--- src/rtl/core/i2csbe_pkg.sv ---
`timescale 1ns / 1ps
// ----------------------------------------------------------------------------
// I2C slave byte engine package
// Types, codes and ring sizes shared by the engine's modules.
// ----------------------------------------------------------------------------
package i2csbe_pkg;

  localparam int RX_DEPTH = 16;
  localparam int TX_DEPTH = 16;
  localparam int RX_PW    = $clog2(RX_DEPTH);
  localparam int TX_PW    = $clog2(TX_DEPTH);

  localparam logic [7:0] BYTE_ACK     = 8'h00;
  localparam logic [7:0] BYTE_RELEASE = 8'hFF;
  localparam logic [7:0] ADDR_MASK    = 8'hFE;
  localparam logic [7:0] RW_MASK      = 8'h01;

  localparam logic [3:0] BITS_NONE = 4'd0;
  localparam logic [3:0] BITS_ONE  = 4'd1;
  localparam logic [3:0] BITS_BYTE = 4'd8;

  typedef enum logic [1:0] {
    EV_START      = 2'd0,
    EV_SHIFT_DONE = 2'd1,
    EV_HOST_READ  = 2'd2,
    EV_HOST_WRITE = 2'd3
  } kind_e;

  typedef enum logic [2:0] {
    MODE_IDLE    = 3'd0,
    MODE_ADDR    = 3'd1,
    MODE_RX_ACK  = 3'd2,
    MODE_RX_DATA = 3'd3,
    MODE_TX_DATA = 3'd4,
    MODE_TX_SEND = 3'd5,
    MODE_TX_POLL = 3'd6
  } mode_e;

  // Ring operations requested by the sequencer for one event.
  typedef struct packed {
    logic       rx_push;
    logic       rx_pop;
    logic       tx_push;
    logic       tx_pop;
    logic [7:0] wdata;
  } ring_req_t;

  // Ring status seen by the sequencer and the output side.
  typedef struct packed {
    logic       rx_empty;
    logic       tx_empty;
    logic [7:0] rx_rdata;
    logic [7:0] tx_rdata;
    logic [3:0] rx_count;
  } ring_stat_t;

  // Per-event result fields that go into the result register.
  typedef struct packed {
    logic       shift_load;
    logic [7:0] shift_byte;
    logic [7:0] host_byte;
  } seq_res_t;

endpackage

--- src/rtl/core/i2c_slave_byte_engine.sv ---
`timescale 1ns / 1ps
// ----------------------------------------------------------------------------
// I2C slave byte engine
// Byte-level 7-bit I2C slave sequencer with receive and transmit rings.
// ----------------------------------------------------------------------------
// One event is taken in every clock cycle: busy stays low, so start with
// kind_i, line_sda_i and data_in_i is a transfer on every rising edge where
// start is high. Each event gives exactly one result, shown with done_o
// high for a single cycle; the event passes the input register, then the sequencer and
// ring update into the result register. The receiver cannot stall the
// result, so sample it in the done_o cycle; the mode-derived fields
// (bits_to_shift_o, drive_sda_o, bus_active_o) and rx_count_o are valid with
// done_o and follow later events afterwards. The rate is set by the sequencer's
// mode register, whose next value depends on itself, the event and own address. The
// user must write own_address through cfg_we_i / cfg_wdata_i only while no
// event is in flight; the block does not enforce it. Rings need no clearing after reset.
// ----------------------------------------------------------------------------
module i2c_slave_byte_engine (
  input  logic       clk_i,
  input  logic       rst_ni,
  input  logic       start,
  output logic       busy,
  input  logic [1:0] kind_i,
  input  logic       line_sda_i,
  input  logic [7:0] data_in_i,
  input  logic       cfg_we_i,
  input  logic [6:0] cfg_wdata_i,
  output logic       done_o,
  output logic       shift_load_o,
  output logic [7:0] shift_byte_o,
  output logic [3:0] bits_to_shift_o,
  output logic       drive_sda_o,
  output logic       bus_active_o,
  output logic [7:0] host_byte_o,
  output logic [3:0] rx_count_o
);
  import i2csbe_pkg::*;

  logic       in_vld_q;
  kind_e      kind_q;
  logic       sda_q;
  logic [7:0] data_q;
  logic [6:0] own_address_q;
  logic       done_q;
  seq_res_t   res_q;
  seq_res_t   res_d;
  ring_req_t  ring_req;
  ring_stat_t ring_stat;

  // Never hold off an event.
  assign busy = 1'b0;

  // Own address register.
  always_ff @(posedge clk_i or negedge rst_ni) begin
    if (!rst_ni) begin
      own_address_q <= '0;
    end else if (cfg_we_i) begin
      own_address_q <= cfg_wdata_i;
    end
  end

  // Input register: capture each transfer.
  always_ff @(posedge clk_i or negedge rst_ni) begin
    if (!rst_ni) begin
      in_vld_q <= 1'b0;
    end else begin
      in_vld_q <= start && !busy;
    end
  end

  always_ff @(posedge clk_i) begin
    if (start && !busy) begin
      kind_q <= kind_e'(kind_i);
      sda_q  <= line_sda_i;
      data_q <= data_in_i;
    end
  end

  i2csbe_seq u_seq (
    .clk_i           (clk_i),
    .rst_ni          (rst_ni),
    .valid_i         (in_vld_q),
    .kind_i          (kind_q),
    .sda_i           (sda_q),
    .data_i          (data_q),
    .own_address_i   (own_address_q),
    .stat_i          (ring_stat),
    .req_o           (ring_req),
    .res_o           (res_d),
    .bits_to_shift_o (bits_to_shift_o),
    .drive_sda_o     (drive_sda_o),
    .bus_active_o    (bus_active_o)
  );

  i2csbe_rings u_rings (
    .clk_i  (clk_i),
    .rst_ni (rst_ni),
    .req_i  (ring_req),
    .stat_o (ring_stat)
  );

  // Result register: strobe one result per processed event.
  always_ff @(posedge clk_i or negedge rst_ni) begin
    if (!rst_ni) begin
      done_q <= 1'b0;
    end else begin
      done_q <= in_vld_q;
    end
  end

  always_ff @(posedge clk_i) begin
    if (in_vld_q) begin
      res_q <= res_d;
    end
  end

  assign done_o       = done_q;
  assign shift_load_o = res_q.shift_load;
  assign shift_byte_o = res_q.shift_byte;
  assign host_byte_o  = res_q.host_byte;
  assign rx_count_o   = ring_stat.rx_count;

endmodule

--- src/rtl/core/i2csbe_rings.sv ---
`timescale 1ns / 1ps
// ----------------------------------------------------------------------------
// I2C slave byte engine rings
// Receive and transmit byte rings with wrap-around positions.
// ----------------------------------------------------------------------------
module i2csbe_rings (
  input  logic                   clk_i,
  input  logic                   rst_ni,
  input  i2csbe_pkg::ring_req_t  req_i,
  output i2csbe_pkg::ring_stat_t stat_o
);
  import i2csbe_pkg::*;

  localparam int RxCw = RX_PW + 1;

  logic [7:0]       rx_mem [RX_DEPTH];
  logic [7:0]       tx_mem [TX_DEPTH];
  logic [RX_PW-1:0] rx_wp_q, rx_wp_d, rx_rp_q, rx_rp_d;
  logic [TX_PW-1:0] tx_wp_q, tx_wp_d, tx_rp_q, tx_rp_d;
  logic [RxCw-1:0]  rx_cnt;

  // Advance each position on its operation, wrapping at the depth.
  always_comb begin
    rx_wp_d = rx_wp_q;
    rx_rp_d = rx_rp_q;
    tx_wp_d = tx_wp_q;
    tx_rp_d = tx_rp_q;
    if (req_i.rx_push) begin
      rx_wp_d = (rx_wp_q == RX_PW'(RX_DEPTH - 1)) ? '0 : rx_wp_q + RX_PW'(1);
    end
    if (req_i.rx_pop) begin
      rx_rp_d = (rx_rp_q == RX_PW'(RX_DEPTH - 1)) ? '0 : rx_rp_q + RX_PW'(1);
    end
    if (req_i.tx_push) begin
      tx_wp_d = (tx_wp_q == TX_PW'(TX_DEPTH - 1)) ? '0 : tx_wp_q + TX_PW'(1);
    end
    if (req_i.tx_pop) begin
      tx_rp_d = (tx_rp_q == TX_PW'(TX_DEPTH - 1)) ? '0 : tx_rp_q + TX_PW'(1);
    end
  end

  always_ff @(posedge clk_i or negedge rst_ni) begin
    if (!rst_ni) begin
      rx_wp_q <= '0;
      rx_rp_q <= '0;
      tx_wp_q <= '0;
      tx_rp_q <= '0;
    end else begin
      rx_wp_q <= rx_wp_d;
      rx_rp_q <= rx_rp_d;
      tx_wp_q <= tx_wp_d;
      tx_rp_q <= tx_rp_d;
    end
  end

  always_ff @(posedge clk_i) begin
    if (req_i.rx_push) begin
      rx_mem[rx_wp_q] <= req_i.wdata;
    end
    if (req_i.tx_push) begin
      tx_mem[tx_wp_q] <= req_i.wdata;
    end
  end

  // Waiting bytes, modulo depth.
  always_comb begin
    if (rx_wp_q >= rx_rp_q) begin
      rx_cnt = {1'b0, rx_wp_q} - {1'b0, rx_rp_q};
    end else begin
      rx_cnt = {1'b0, rx_wp_q} + RxCw'(RX_DEPTH) - {1'b0, rx_rp_q};
    end
  end

  assign stat_o.rx_empty = (rx_wp_q == rx_rp_q);
  assign stat_o.tx_empty = (tx_wp_q == tx_rp_q);
  assign stat_o.rx_rdata = rx_mem[rx_rp_q];
  assign stat_o.tx_rdata = tx_mem[tx_rp_q];
  assign stat_o.rx_count = 4'(rx_cnt);

endmodule

--- src/rtl/core/i2csbe_seq.sv ---
`timescale 1ns / 1ps
// ----------------------------------------------------------------------------
// I2C slave byte engine sequencer
// Byte-level bus mode machine and host event decode.
// ----------------------------------------------------------------------------
module i2csbe_seq (
  input  logic                   clk_i,
  input  logic                   rst_ni,
  input  logic                   valid_i,
  input  i2csbe_pkg::kind_e      kind_i,
  input  logic                   sda_i,
  input  logic [7:0]             data_i,
  input  logic [6:0]             own_address_i,
  input  i2csbe_pkg::ring_stat_t stat_i,
  output i2csbe_pkg::ring_req_t  req_o,
  output i2csbe_pkg::seq_res_t   res_o,
  output logic [3:0]             bits_to_shift_o,
  output logic                   drive_sda_o,
  output logic                   bus_active_o
);
  import i2csbe_pkg::*;

  mode_e      mode_q, mode_d;
  logic [7:0] addr;
  logic       tx_take;

  always_ff @(posedge clk_i or negedge rst_ni) begin
    if (!rst_ni) begin
      mode_q <= MODE_IDLE;
    end else begin
      mode_q <= mode_d;
    end
  end

  assign addr    = data_i & ADDR_MASK;
  // Take a transmit byte only when the ring has one queued; else zero is shifted.
  assign tx_take = !stat_i.tx_empty;

  always_comb begin
    mode_d         = mode_q;
    req_o          = '0;
    req_o.wdata    = data_i;
    res_o          = '0;
    if (valid_i) begin
      unique case (kind_i)
        EV_START: begin
          if (sda_i) begin
            mode_d = MODE_IDLE;
          end else begin
            mode_d           = MODE_ADDR;
            res_o.shift_load = 1'b1;
            res_o.shift_byte = BYTE_RELEASE;
          end
        end
        EV_SHIFT_DONE: begin
          unique case (mode_q)
            MODE_ADDR: begin
              res_o.shift_load = 1'b1;
              res_o.shift_byte = BYTE_ACK;
              if (addr == {own_address_i, 1'b0}) begin
                mode_d = ((data_i & RW_MASK) != 8'h00) ? MODE_TX_DATA : MODE_RX_ACK;
              end else if (addr == 8'h00) begin
                mode_d = MODE_RX_ACK;
              end else begin
                mode_d = MODE_IDLE;
              end
            end
            MODE_RX_ACK: begin
              mode_d = MODE_RX_DATA;
            end
            MODE_RX_DATA: begin
              req_o.rx_push    = 1'b1;
              mode_d           = MODE_RX_ACK;
              res_o.shift_load = 1'b1;
              res_o.shift_byte = BYTE_ACK;
            end
            MODE_TX_DATA: begin
              mode_d           = MODE_TX_SEND;
              res_o.shift_load = 1'b1;
              req_o.tx_pop     = tx_take;
              res_o.shift_byte = tx_take ? stat_i.tx_rdata : 8'h00;
            end
            MODE_TX_SEND: begin
              mode_d           = MODE_TX_POLL;
              res_o.shift_load = 1'b1;
              res_o.shift_byte = BYTE_ACK;
            end
            MODE_TX_POLL: begin
              res_o.shift_load = 1'b1;
              if (data_i == 8'h00) begin
                mode_d           = MODE_TX_SEND;
                req_o.tx_pop     = tx_take;
                res_o.shift_byte = tx_take ? stat_i.tx_rdata : 8'h00;
              end else begin
                mode_d           = MODE_IDLE;
                res_o.shift_byte = BYTE_ACK;
              end
            end
            default: begin
              mode_d = MODE_IDLE;
            end
          endcase
        end
        EV_HOST_READ: begin
          if (!stat_i.rx_empty) begin
            req_o.rx_pop    = 1'b1;
            res_o.host_byte = stat_i.rx_rdata;
          end
        end
        EV_HOST_WRITE: begin
          req_o.tx_push = 1'b1;
        end
        default: begin
          mode_d = mode_q;
        end
      endcase
    end
  end

  // Line-facing view of the settled mode.
  always_comb begin
    unique case (mode_q)
      MODE_ADDR:    begin bits_to_shift_o = BITS_BYTE; drive_sda_o = 1'b0; end
      MODE_RX_ACK:  begin bits_to_shift_o = BITS_ONE;  drive_sda_o = 1'b1; end
      MODE_RX_DATA: begin bits_to_shift_o = BITS_BYTE; drive_sda_o = 1'b0; end
      MODE_TX_DATA: begin bits_to_shift_o = BITS_ONE;  drive_sda_o = 1'b1; end
      MODE_TX_SEND: begin bits_to_shift_o = BITS_BYTE; drive_sda_o = 1'b1; end
      MODE_TX_POLL: begin bits_to_shift_o = BITS_ONE;  drive_sda_o = 1'b0; end
      default:      begin bits_to_shift_o = BITS_NONE; drive_sda_o = 1'b0; end
    endcase
  end

  assign bus_active_o = (mode_q != MODE_IDLE);

endmodule

--- config.mk ---
export PLATFORM = sky130hd
export DESIGN_NAME = i2c_slave_byte_engine
export DESIGN_NICKNAME = d
export VERILOG_FILES = /design/src/rtl/core/i2csbe_pkg.sv /design/src/rtl/core/i2c_slave_byte_engine.sv /design/src/rtl/core/i2csbe_rings.sv /design/src/rtl/core/i2csbe_seq.sv
export SDC_FILE = /design/constraint.sdc
export NUM_CORES = 1
export LEC_CHECK = 0
export BUFFER_PORTS_ARGS = -buffer_cell sky130_fd_sc_hd__buf_4
export CORE_MARGIN = 2
export CORE_UTILIZATION = 40
export DETAILED_ROUTE_END_ITERATION = 10
export SLEW_MARGIN = 20
export SYNTH_ARGS = -nofsm -noshare
export SYNTH_HDL_FRONTEND = slang
export SYNTH_SLANG_ARGS = --single-unit
--- constraint.sdc ---
create_clock -name clk_i -period 2.46 [get_ports clk_i]
set_input_delay 0.246 -clock clk_i [delete_from_list [all_inputs] [get_ports clk_i]]
set_output_delay 0.246 -clock clk_i [all_outputs]
set_load 0.1 [all_outputs]
## After elaboration in Yosys (flattened, before gate mapping)

Memories as Yosys holds them, arrays and structs flattened. A register that Yosys moved wholly into a read port is not among the register bits.
Cells that the tools add are included.

- Output and inout bits: 29
- Memories: 2
- Word-level logic and storage cells: 83
- Memory bits (writable): 256
- Register bits after elaboration: 48

Memories:

| memory | depth | bits a word | rd ports | clocked after memory_dff | wr ports | RTL line | text |
|---|---|---|---|---|---|---|---|
| u_rings.rx_mem | 16 | 8 | 1 | 1 | 1 | i2csbe_rings.sv:16 | `logic [7:0] rx_mem [RX_DEPTH];` |
| u_rings.tx_mem | 16 | 8 | 1 | 0 | 1 | i2csbe_rings.sv:17 | `logic [7:0] tx_mem [TX_DEPTH];` |

- Muxes and demuxes: 32
- Equality and inequality tests: 16
- Bitwise logic cells: 1
- $lt $le $gt $ge: 1
- Add/sub/neg operators: 7
- Reductions and logical operators: 11

Operator list:

| operator | count |
|---|---|
| one-hot mux 9 bit (3 select lines) | 1 |
| 2-to-1 mux 4 bit | 6 |
| adder 4 x 1 -> 4 bit (second input constant) | 5 |
| one-hot mux 3 bit (6 select lines) | 1 |
| one-hot mux 9 bit (2 select lines) | 1 |
| equality test 4 bit (second input constant) | 4 |
| logical NOT 8 bit | 2 |
| 2-to-1 mux 8 bit | 2 |
| 2-to-1 mux 1 bit | 13 |
| equality test 3 bit (second input constant) | 3 |
| 2-to-1 mux 3 bit | 3 |
| 2-to-1 mux 9 bit | 1 |
| OR reduction 3 bit | 3 |
| equality test 4 bit | 2 |
| one-hot mux 4 bit (2 select lines) | 1 |
| subtractor 4 bit | 2 |
| equality test 7 bit | 1 |
| equality test 3 x 2 -> 1 bit (second input constant) | 2 |
| one-hot mux 3 bit (2 select lines) | 1 |
| equality test 2 bit (second input constant) | 2 |
| >= comparator 4 bit | 1 |
| equality test 3 x 1 -> 1 bit (second input constant) | 1 |
| nonzero test 3 bit | 1 |
| equality test 2 x 1 -> 1 bit (second input constant) | 1 |
| 8 further kinds | 8 |

## Logic depth before layout (Yosys ltp)

Gate-level depths: netlist of run 1.

- Depth in word-level cells: 8
- Depth in mapped cells: 9

## Hierarchy

From an unflattened synthesis of run 1, not the netlist that was laid out.

- Cells, all modules: 694
- Area, all modules: 12792.3 µm²

Modules (own cells, without submodules):

| module | area each (µm²) | cells an instance | instances |
|---|---|---|---|
| i2csbe_rings | 10950.5 | 557 | 1 |
| i2c_slave_byte_engine | 1193.6 | 47 | 1 |
| i2csbe_seq | 648.1 | 90 | 1 |

## Least setup slack after synthesis of run 1

Ideal clock, no wire load.

- Path type: reg2out
- From: register u_rings.rx_rp_q[1]
- To: output rx_count_o[3]
- Path slack: -870 ps
- Cell stages (with the launch flop): 8
- Data required time: 2214 ps
- Arrival time: 3084 ps
- Cells stage by stage: dfrtp_1 -> clkbuf_1 -> clkbuf_1 -> inv_1 -> ha_1 -> a21o_1 -> a21oi_1 -> xnor2_1

- Longest elaborated chain between the ends: 2
- Elaborated cells between the ends (all ways): 4
- Classes of those cells: add/sub (2); order compare (1); mux (1)

RTL lines:

| what | RTL line | text |
|---|---|---|
| from (decl) | i2csbe_rings.sv:18 | `logic [RX_PW-1:0] rx_wp_q, rx_wp_d, rx_rp_q, rx_rp_d;` |
| from (signal assigned) | i2csbe_rings.sv:50 | `rx_rp_q <= rx_rp_d;` |
| subtractor 4 bit (tied with other cells) | i2csbe_rings.sv:70 | `rx_cnt = {1'b0, rx_wp_q} + RxCw'(RX_DEPTH) - {1'b0, rx_rp_q};` |
| 2-to-1 mux 4 bit (*) | i2csbe_rings.sv:67 | `if (rx_wp_q >= rx_rp_q) begin` |
| to (decl) | i2c_slave_byte_engine.sv:35 | `output logic [3:0] rx_count_o` |

Mark *: on every way between the ends. The rest lies on a longest branch, timed or not.

## Worst setup path in the final report of run 1

Same ends and word-level chain as after synthesis.

==> flow_summary.ini, run 1 <==
[grt]
grt_overflow = 0
grt_use_total = 0.170
grt_pass1_vias = 6839
grt_max_degree = 53
grt_pass1_wl_mm = 41.7
grt_antenna_before_repair = 0

[timing]
finalSetupTns_ns = 0
skew_ns = 0.0234
relSlewSlack = 0.556
finalCritPeriodShare = 0.957
finalCriticalPeriod_ns = 2.35
timing.fmax_ghz = 0.425
setup_viol = 0
worstMarginPinSlew_ns = 0.663
drv_slew = 0
hold_viol = 0
rsz0062_at_grt = false

[pwr]
total_leakage_power_nw = 5.14
ir_drop_uv = 556
p_total_mw = 13.0
p_per_area_nw_per_um2 = 858

[setup_path]
cp-end-kind = output pin
cp.arrival_ns = 2.11
path_max_fanout = 5
critPathLaunchType = flip-flop
crit_chain = inv_1 > ha_1 > a21o_1 > a21oi_4 > xnor2_4 > buf_12
cpPeakStageDelay_ns = 0.44
worstSetupPathType = flip-flop to output pin
critPathSlowestCell = dfrtp_1
required_ns = 2.21

[yosys]
synth_edf_count = 284
synth_top_area_frac = 0.677
synth-seq-area-share = 0.733
syn_inst = 679
synth-async-reset-ratio = 0.0897
synthTopCellsByArea = edfxtp_1, mux4_2, dfrtp_1
synth_top_cells_by_count = edfxtp_1, mux4_2, mux2i_1
yosys.cell_count.top_type = edfxtp_1
ys_warn_count = 0
post-synth-top-area-cell = edfxtp_1
avgSynthCellArea_um2 = 18.5
yosysUniqueCellTypes = 47
ys.flop_type = edfxtp_1
synth-seq-cells = 312
synth.cell_area_um2 = 12600

[detailed_routing]
routed_wl_mm = 27.6
drt_iter0_drc = 527
viasPerCell = 5.37
via_count = 6578
drc_errors = 0
drt-wirelength-per-cell_um = 22.5
drtAntennaViolNets = 0
drtPass1Iterations = 5

[die]
dieArea_um2 = 32900
ios = 51
die_x_um = 181
num_rows = 64
start_util = 0.408
die_h_um = 181
core-area_um2 = 30800

[clock_tree]
clkTransAtPathRegs_ns = 0.06
cts_tree = built
h-tree-depth = 2
cts_sinks = 312
cts_buffers = 34
clock_latency_ns = 0.52
cts_buffer_depth = 3
cts-root-buf = clkbuf_16

[cells_and_area]
num-nets-final = 840
area_delta_synth_final_pct = 20.5
diodes = 0
drive_gt1_frac = 0.277
fill_cells = 2507

[job]
maxCapViolations = 0

[hold_path]
hold_class = input pin to flip-flop

[place]
gp_congestion = 0.811
io_buffers = 47
post-dp-hpwl_mm = 16.9

[outcome]
status = completed
-- timing repair --
item / CTS / global route
hold buffers: 20 / 0
hold endpoints to repair: 47 / 0
resized for setup: 9 / 1
buffers inserted: 0 / 2
setup endpoints to repair: 3 / 3
gates cloned: 1 / 0
-- cell type report --
| cell class | count | area (um2) | area share |
|---|---|---|---|
| clock buffer | 39 | 891 | 0.0587 |
| clock inverter | 22 | 221 | 0.0146 |
| inverter | 13 | 48.8 | 0.00322 |
| multi-input combinational | 316 | 3190 | 0.210 |
| sequential | 312 | 9230 | 0.609 |
| tap | 396 | 495 | 0.0327 |
| timing repair buffer | 127 | 1090 | 0.0718 |
-- flip-flops by register name, summed over array words and instances, names as in the netlist --
| name | flops |
|---|---|
| u_rings.rx_mem | 128 |
| shift_load_o | 1 |
| u_rings.rx_rp_q | 4 |
| kind_q | 2 |
| u_rings.tx_mem | 128 |
| u_rings.tx_wp_q | 4 |
| u_seq.mode_q | 3 |
| host_byte_o | 8 |
| u_rings.tx_rp_q | 4 |
| own_address_q | 7 |
| in_vld_q | 1 |
| done_o | 1 |
| data_q | 8 |
| u_rings.rx_wp_q | 4 |
| sda_q | 1 |
| shift_byte_o | 8 |
-- stage by stage --
step                      setup slack, ns  utilization  cells  hold WS [ns]  area, um2
after floorplan                    0.0320            -    681       -0.0496      12700
after global placement              0.306        0.447   1141         0.190      13800
after detailed placement            0.259        0.447   1141         0.196      13800
after CTS                          0.0144        0.492   1223        0.0461      15200
final                               0.106        0.492   1225        0.0611      15200
after global routing              0.00702        0.492   1225        0.0594      15200
-- worst paths after layout --
path | from | end | slack [ns] | cells after the start
max | u_rings.rx_rp_q[1]$_DFFE_PN0P_ | rx_count_o[3] | 0.11 | 6
min reg2reg | own_address_q[0]$_DFFE_PN0P_ | own_address_q[0]$_DFFE_PN0P_ | 0.54 | 1
min | cfg_we_i | own_address_q[4]$_DFFE_PN0P_ | 0.06 | 2
max in group asynchronous | rst_ni | u_rings.tx_rp_q[2]$_DFFE_PN0P_ | 1.94 | 2
min in group asynchronous | rst_ni | u_rings.rx_rp_q[2]$_DFFE_PN0P_ | 0.19 | 2
max reg2reg | u_rings.rx_rp_q[0]$_DFFE_PN0P_ | host_byte_o[7]$_SDFFCE_PP0P_ | 0.11 | 5
-- cell usage in the layout (no fill, tap or decap), types with 3 or more instances in the layout --
master,n
edfxtp_1,284
buf_4,100
mux4_2,51
mux2i_1,41
clkbuf_16,35
nor2_1,29
dfrtp_1,25
nand2_1,21
dlygate4sd3_1,20
nor3_1,17
o22ai_1,16
ha_1,13
inv_1,12
o21ai_0,12
clkinv_1,11
nand3_1,10
mux2_2,10
xor2_1,9
nand2b_1,8
a211oi_1,8
xnor2_1,8
and2_1,8
a21o_1,5
mux4_1,5
a21oi_1,4
nor2b_1,4
nor3_2,4
clkinv_2,4
bufinv_16,4
clkbuf_1,4
buf_12,4
conb_1,3
dfrtp_2,3
-- cell families after synthesis --
group           count (synthesis)  synth area share
compound gates                 56            0.0292
xor+xnor                       19            0.0132
fa+ha+maj                      14            0.0145
buf+inv                        53            0.0200
flops                         312             0.733
mux                           107             0.143
other cells                     1          0.000298
simple gates                  117            0.0467
-- worst max-delay path, delay by kind of cell (launching register included) --
| kind | cells | cell delay, ns |
|---|---|---|
| compound gates | 2 | 0.41 |
| xor+xnor | 1 | 0.15 |
| fa+ha+maj | 1 | 0.31 |
| buf+inv | 2 | 0.27 |
| flops | 1 | 0.44 |
-- metal layers --
metal | wire length (um) | track usage | up-vias
li1 | - | - | 2957
met1 | 12100 | 0.229 | 3394
met2 | 13600 | 0.285 | 174
met3 | 1200 | 0.0267 | 53
met4 | 680 | 0.0543 | 0
met5 | 0 | 0 | -
-- power by group --
part	total (mW)	switching (mW)	internal [mW]
Clock	5.05	2.02	3.02
Combinational	1.90	1.12	0.778
Sequential	6.08	0.120	5.96
Note: power is estimated with default switching activity, not from simulation.
==> inputs of run 2 (changes only) <==
--- a/config.mk
+++ b/config.mk
@@ -6,9 +6,12 @@
 export NUM_CORES = 1
 export LEC_CHECK = 0
 export BUFFER_PORTS_ARGS = -buffer_cell sky130_fd_sc_hd__buf_4
+export CELL_PAD_IN_SITES_DETAIL_PLACEMENT = 0
+export CELL_PAD_IN_SITES_GLOBAL_PLACEMENT = 1
 export CORE_MARGIN = 2
 export CORE_UTILIZATION = 40
 export DETAILED_ROUTE_END_ITERATION = 10
+export PLACE_DENSITY_LB_ADDON = 0.1
 export SLEW_MARGIN = 20
 export SYNTH_ARGS = -nofsm -noshare
 export SYNTH_HDL_FRONTEND = slang
==> flow_summary.ini, run 2 (synthesis results as in run 1) <==
[grt]
grt_max_degree = 37
grt_use_total = 0.170
grt_overflow = 0
grt_pass1_wl_mm = 41.7
grt_pass1_vias = 6881
grt_antenna_before_repair = 0

[hold_path]
hold_path_startpoint = cfg_we_i
hold_end = own_address_q[6]$_DFFE_PN0P_
hold_class = input pin to flip-flop
hold_depth = 2

[cells_and_area]
utilization = 0.492
area_delta_synth_final_pct = 20.4
final_cell_mix = edfxtp_1, buf_4, mux4_2, mux2i_1, clkbuf_16
drive_gt1_frac = 0.281
diodes = 0
final_common_cell = edfxtp_1
num-nets-final = 841
fin_area_um2 = 15200
reg_top3 = u_rings.rx_mem: 128 flops, u_rings.tx_mem: 128 flops

[setup_path]
cpMostUsedCell = buf_12
crit_chain = buf_12 > ha_2 > fa_2 > xnor2_4 > buf_12
ff2ff_setup_slack_ns = 0.21
required_ns = 2.21
cp.arrival_ns = 2.11
worstSetupPathType = flip-flop to output pin
cpPeakStageDelay_ns = 0.43
reg2reg_depth = 5
path_max_fanout = 11
critPathSlowestCell = dfrtp_2
r2r_start = u_rings.rx_rp_q[0]$_DFFE_PN0P_
cp-end-kind = output pin
timing.rr.end = host_byte_o[2]$_SDFFCE_PP0P_
critPathLaunchType = flip-flop

[clock_tree]
cts-root-buf = clkbuf_16
h-tree-depth = 1
clkTransAtPathRegs_ns = 0.06
cts_buffers = 31
clock_latency_ns = 0.55
cts_buffer_depth = 3
cts_sinks = 312
cts_tree = built

[detailed_routing]
drtPass1Iterations = 5
via_count = 6482
drtAntennaViolNets = 0
drc_errors = 0
routed_wl_mm = 27.4
viasPerCell = 5.30
drt-wirelength-per-cell_um = 22.4
drt_iter0_drc = 481

[place]
dpl_cell_area_um2 = 13800
post-place-ws_ns = 0.251
io_buffers = 47
gp_congestion = 0.757
post-dp-hpwl_mm = 16.9

[timing]
timing.fmax_ghz = 0.425
drv_slew = 0
timing.hold.ws_ns = 0.0239
hold_viol = 0
finalSetupTns_ns = 0
setup_ws_ns = 0.109
rsz0062_at_grt = false
setup_viol = 0
skew_ns = 0.0103
relSlewSlack = 0.572
worstMarginPinSlew_ns = 0.640
finalCritPeriodShare = 0.956
finalCriticalPeriod_ns = 2.35

[die]
core-area_um2 = 30800
start_util = 0.408
ios = 51
num_rows = 64
die_h_um = 181
die_x_um = 181
dieArea_um2 = 32900

[outcome]
status = completed

[job]
maxCapViolations = 0

[pwr]
ir_drop_uv = 629
p_per_area_nw_per_um2 = 850
total_leakage_power_nw = 5.13
run 2: cell types whose count changed in the layout (fill, tap and decap cells not counted), moves of 2 or more:
| cell | change |
|---|---|
| clkinv_2 | +2 |
| clkinv_8 | -2 |
| dlygate4sd3_1 | +4 |
| clkbuf_16 | -4 |
| bufinv_16 | +2 |
| clkinv_1 | -8 |
| clkbuf_1 | +2 |
run 2: final cells by class:
class	count	area [um2]
fillers	2479	15700
flip-flops and latches	312	9230
multi-input cells	316	3190
repair buffers	131	1130
clock buffers	38	812
well taps	396	495
clock inverters	17	238
inverters	13	48.8
run 2: worst max-delay path by stage:
stage                                         startpoint             to  slack [ns]  cells after the start
after global routing      u_rings.rx_wp_q[0]$_DFFE_PN0P_  rx_count_o[3]        0.01                      7
after CTS                 u_rings.rx_rp_q[0]$_DFFE_PN0P_  rx_count_o[2]       -0.03                      5
after floorplan           u_rings.rx_rp_q[1]$_DFFE_PN0P_  rx_count_o[3]        0.03                      7
after global placement    u_rings.rx_rp_q[0]$_DFFE_PN0P_  rx_count_o[3]        0.26                      7
final                     u_rings.rx_rp_q[0]$_DFFE_PN0P_  rx_count_o[2]        0.11                      5
after detailed placement  u_rings.rx_rp_q[0]$_DFFE_PN0P_  rx_count_o[3]        0.25                      7
run 2: metrics by stage:
| step | power [mW] | instances |
|---|---|---|
| 3_3_place_gp | 7.97 | 1142 |
| 2_1_floorplan | 7.52 | 681 |
| 6_report | 12.9 | 1223 |
| 3_5_place_dp | 8.00 | 1142 |
| 5_1_grt | 13.4 | 1223 |
| 4_1_cts | 13.0 | 1223 |
run 2: what timing repair did:
item / 4_1_cts / 5_1_grt
hold endpoints to repair: 47 / 0
gates cloned: 1 / 0
gates resized for setup: 7 / 6
endpoints found under the setup margin: 3 / 3
setup buffers: 1 / 0
hold buffers: 24 / 0
run 2: where the power goes:
group | switching, mW | internal, mW | total, mW
clock | 1.88 | 2.96 | 4.83
sequential | 0.110 | 5.96 | 6.07
combinational | 1.16 | 0.823 | 1.98
total | 3.14 | 9.74 | 12.9
run 2: per-layer routing:
layer / wire length, um / track usage / up-vias
met4: 404 / 0.0348 / 0
met5: 0 / 0 / -
met2: 13100 / 0.277 / 156
li1: - / - / 2949
met1: 12600 / 0.244 / 3346
met3: 1310 / 0.0261 / 31
run 2: critical path: cells and delay by family, from the launching register on:
family	cells	cell delay (ns)
xor+xnor	1	0.20
buf+inv	2	0.36
fa+ha+maj	2	0.58
flops	1	0.43
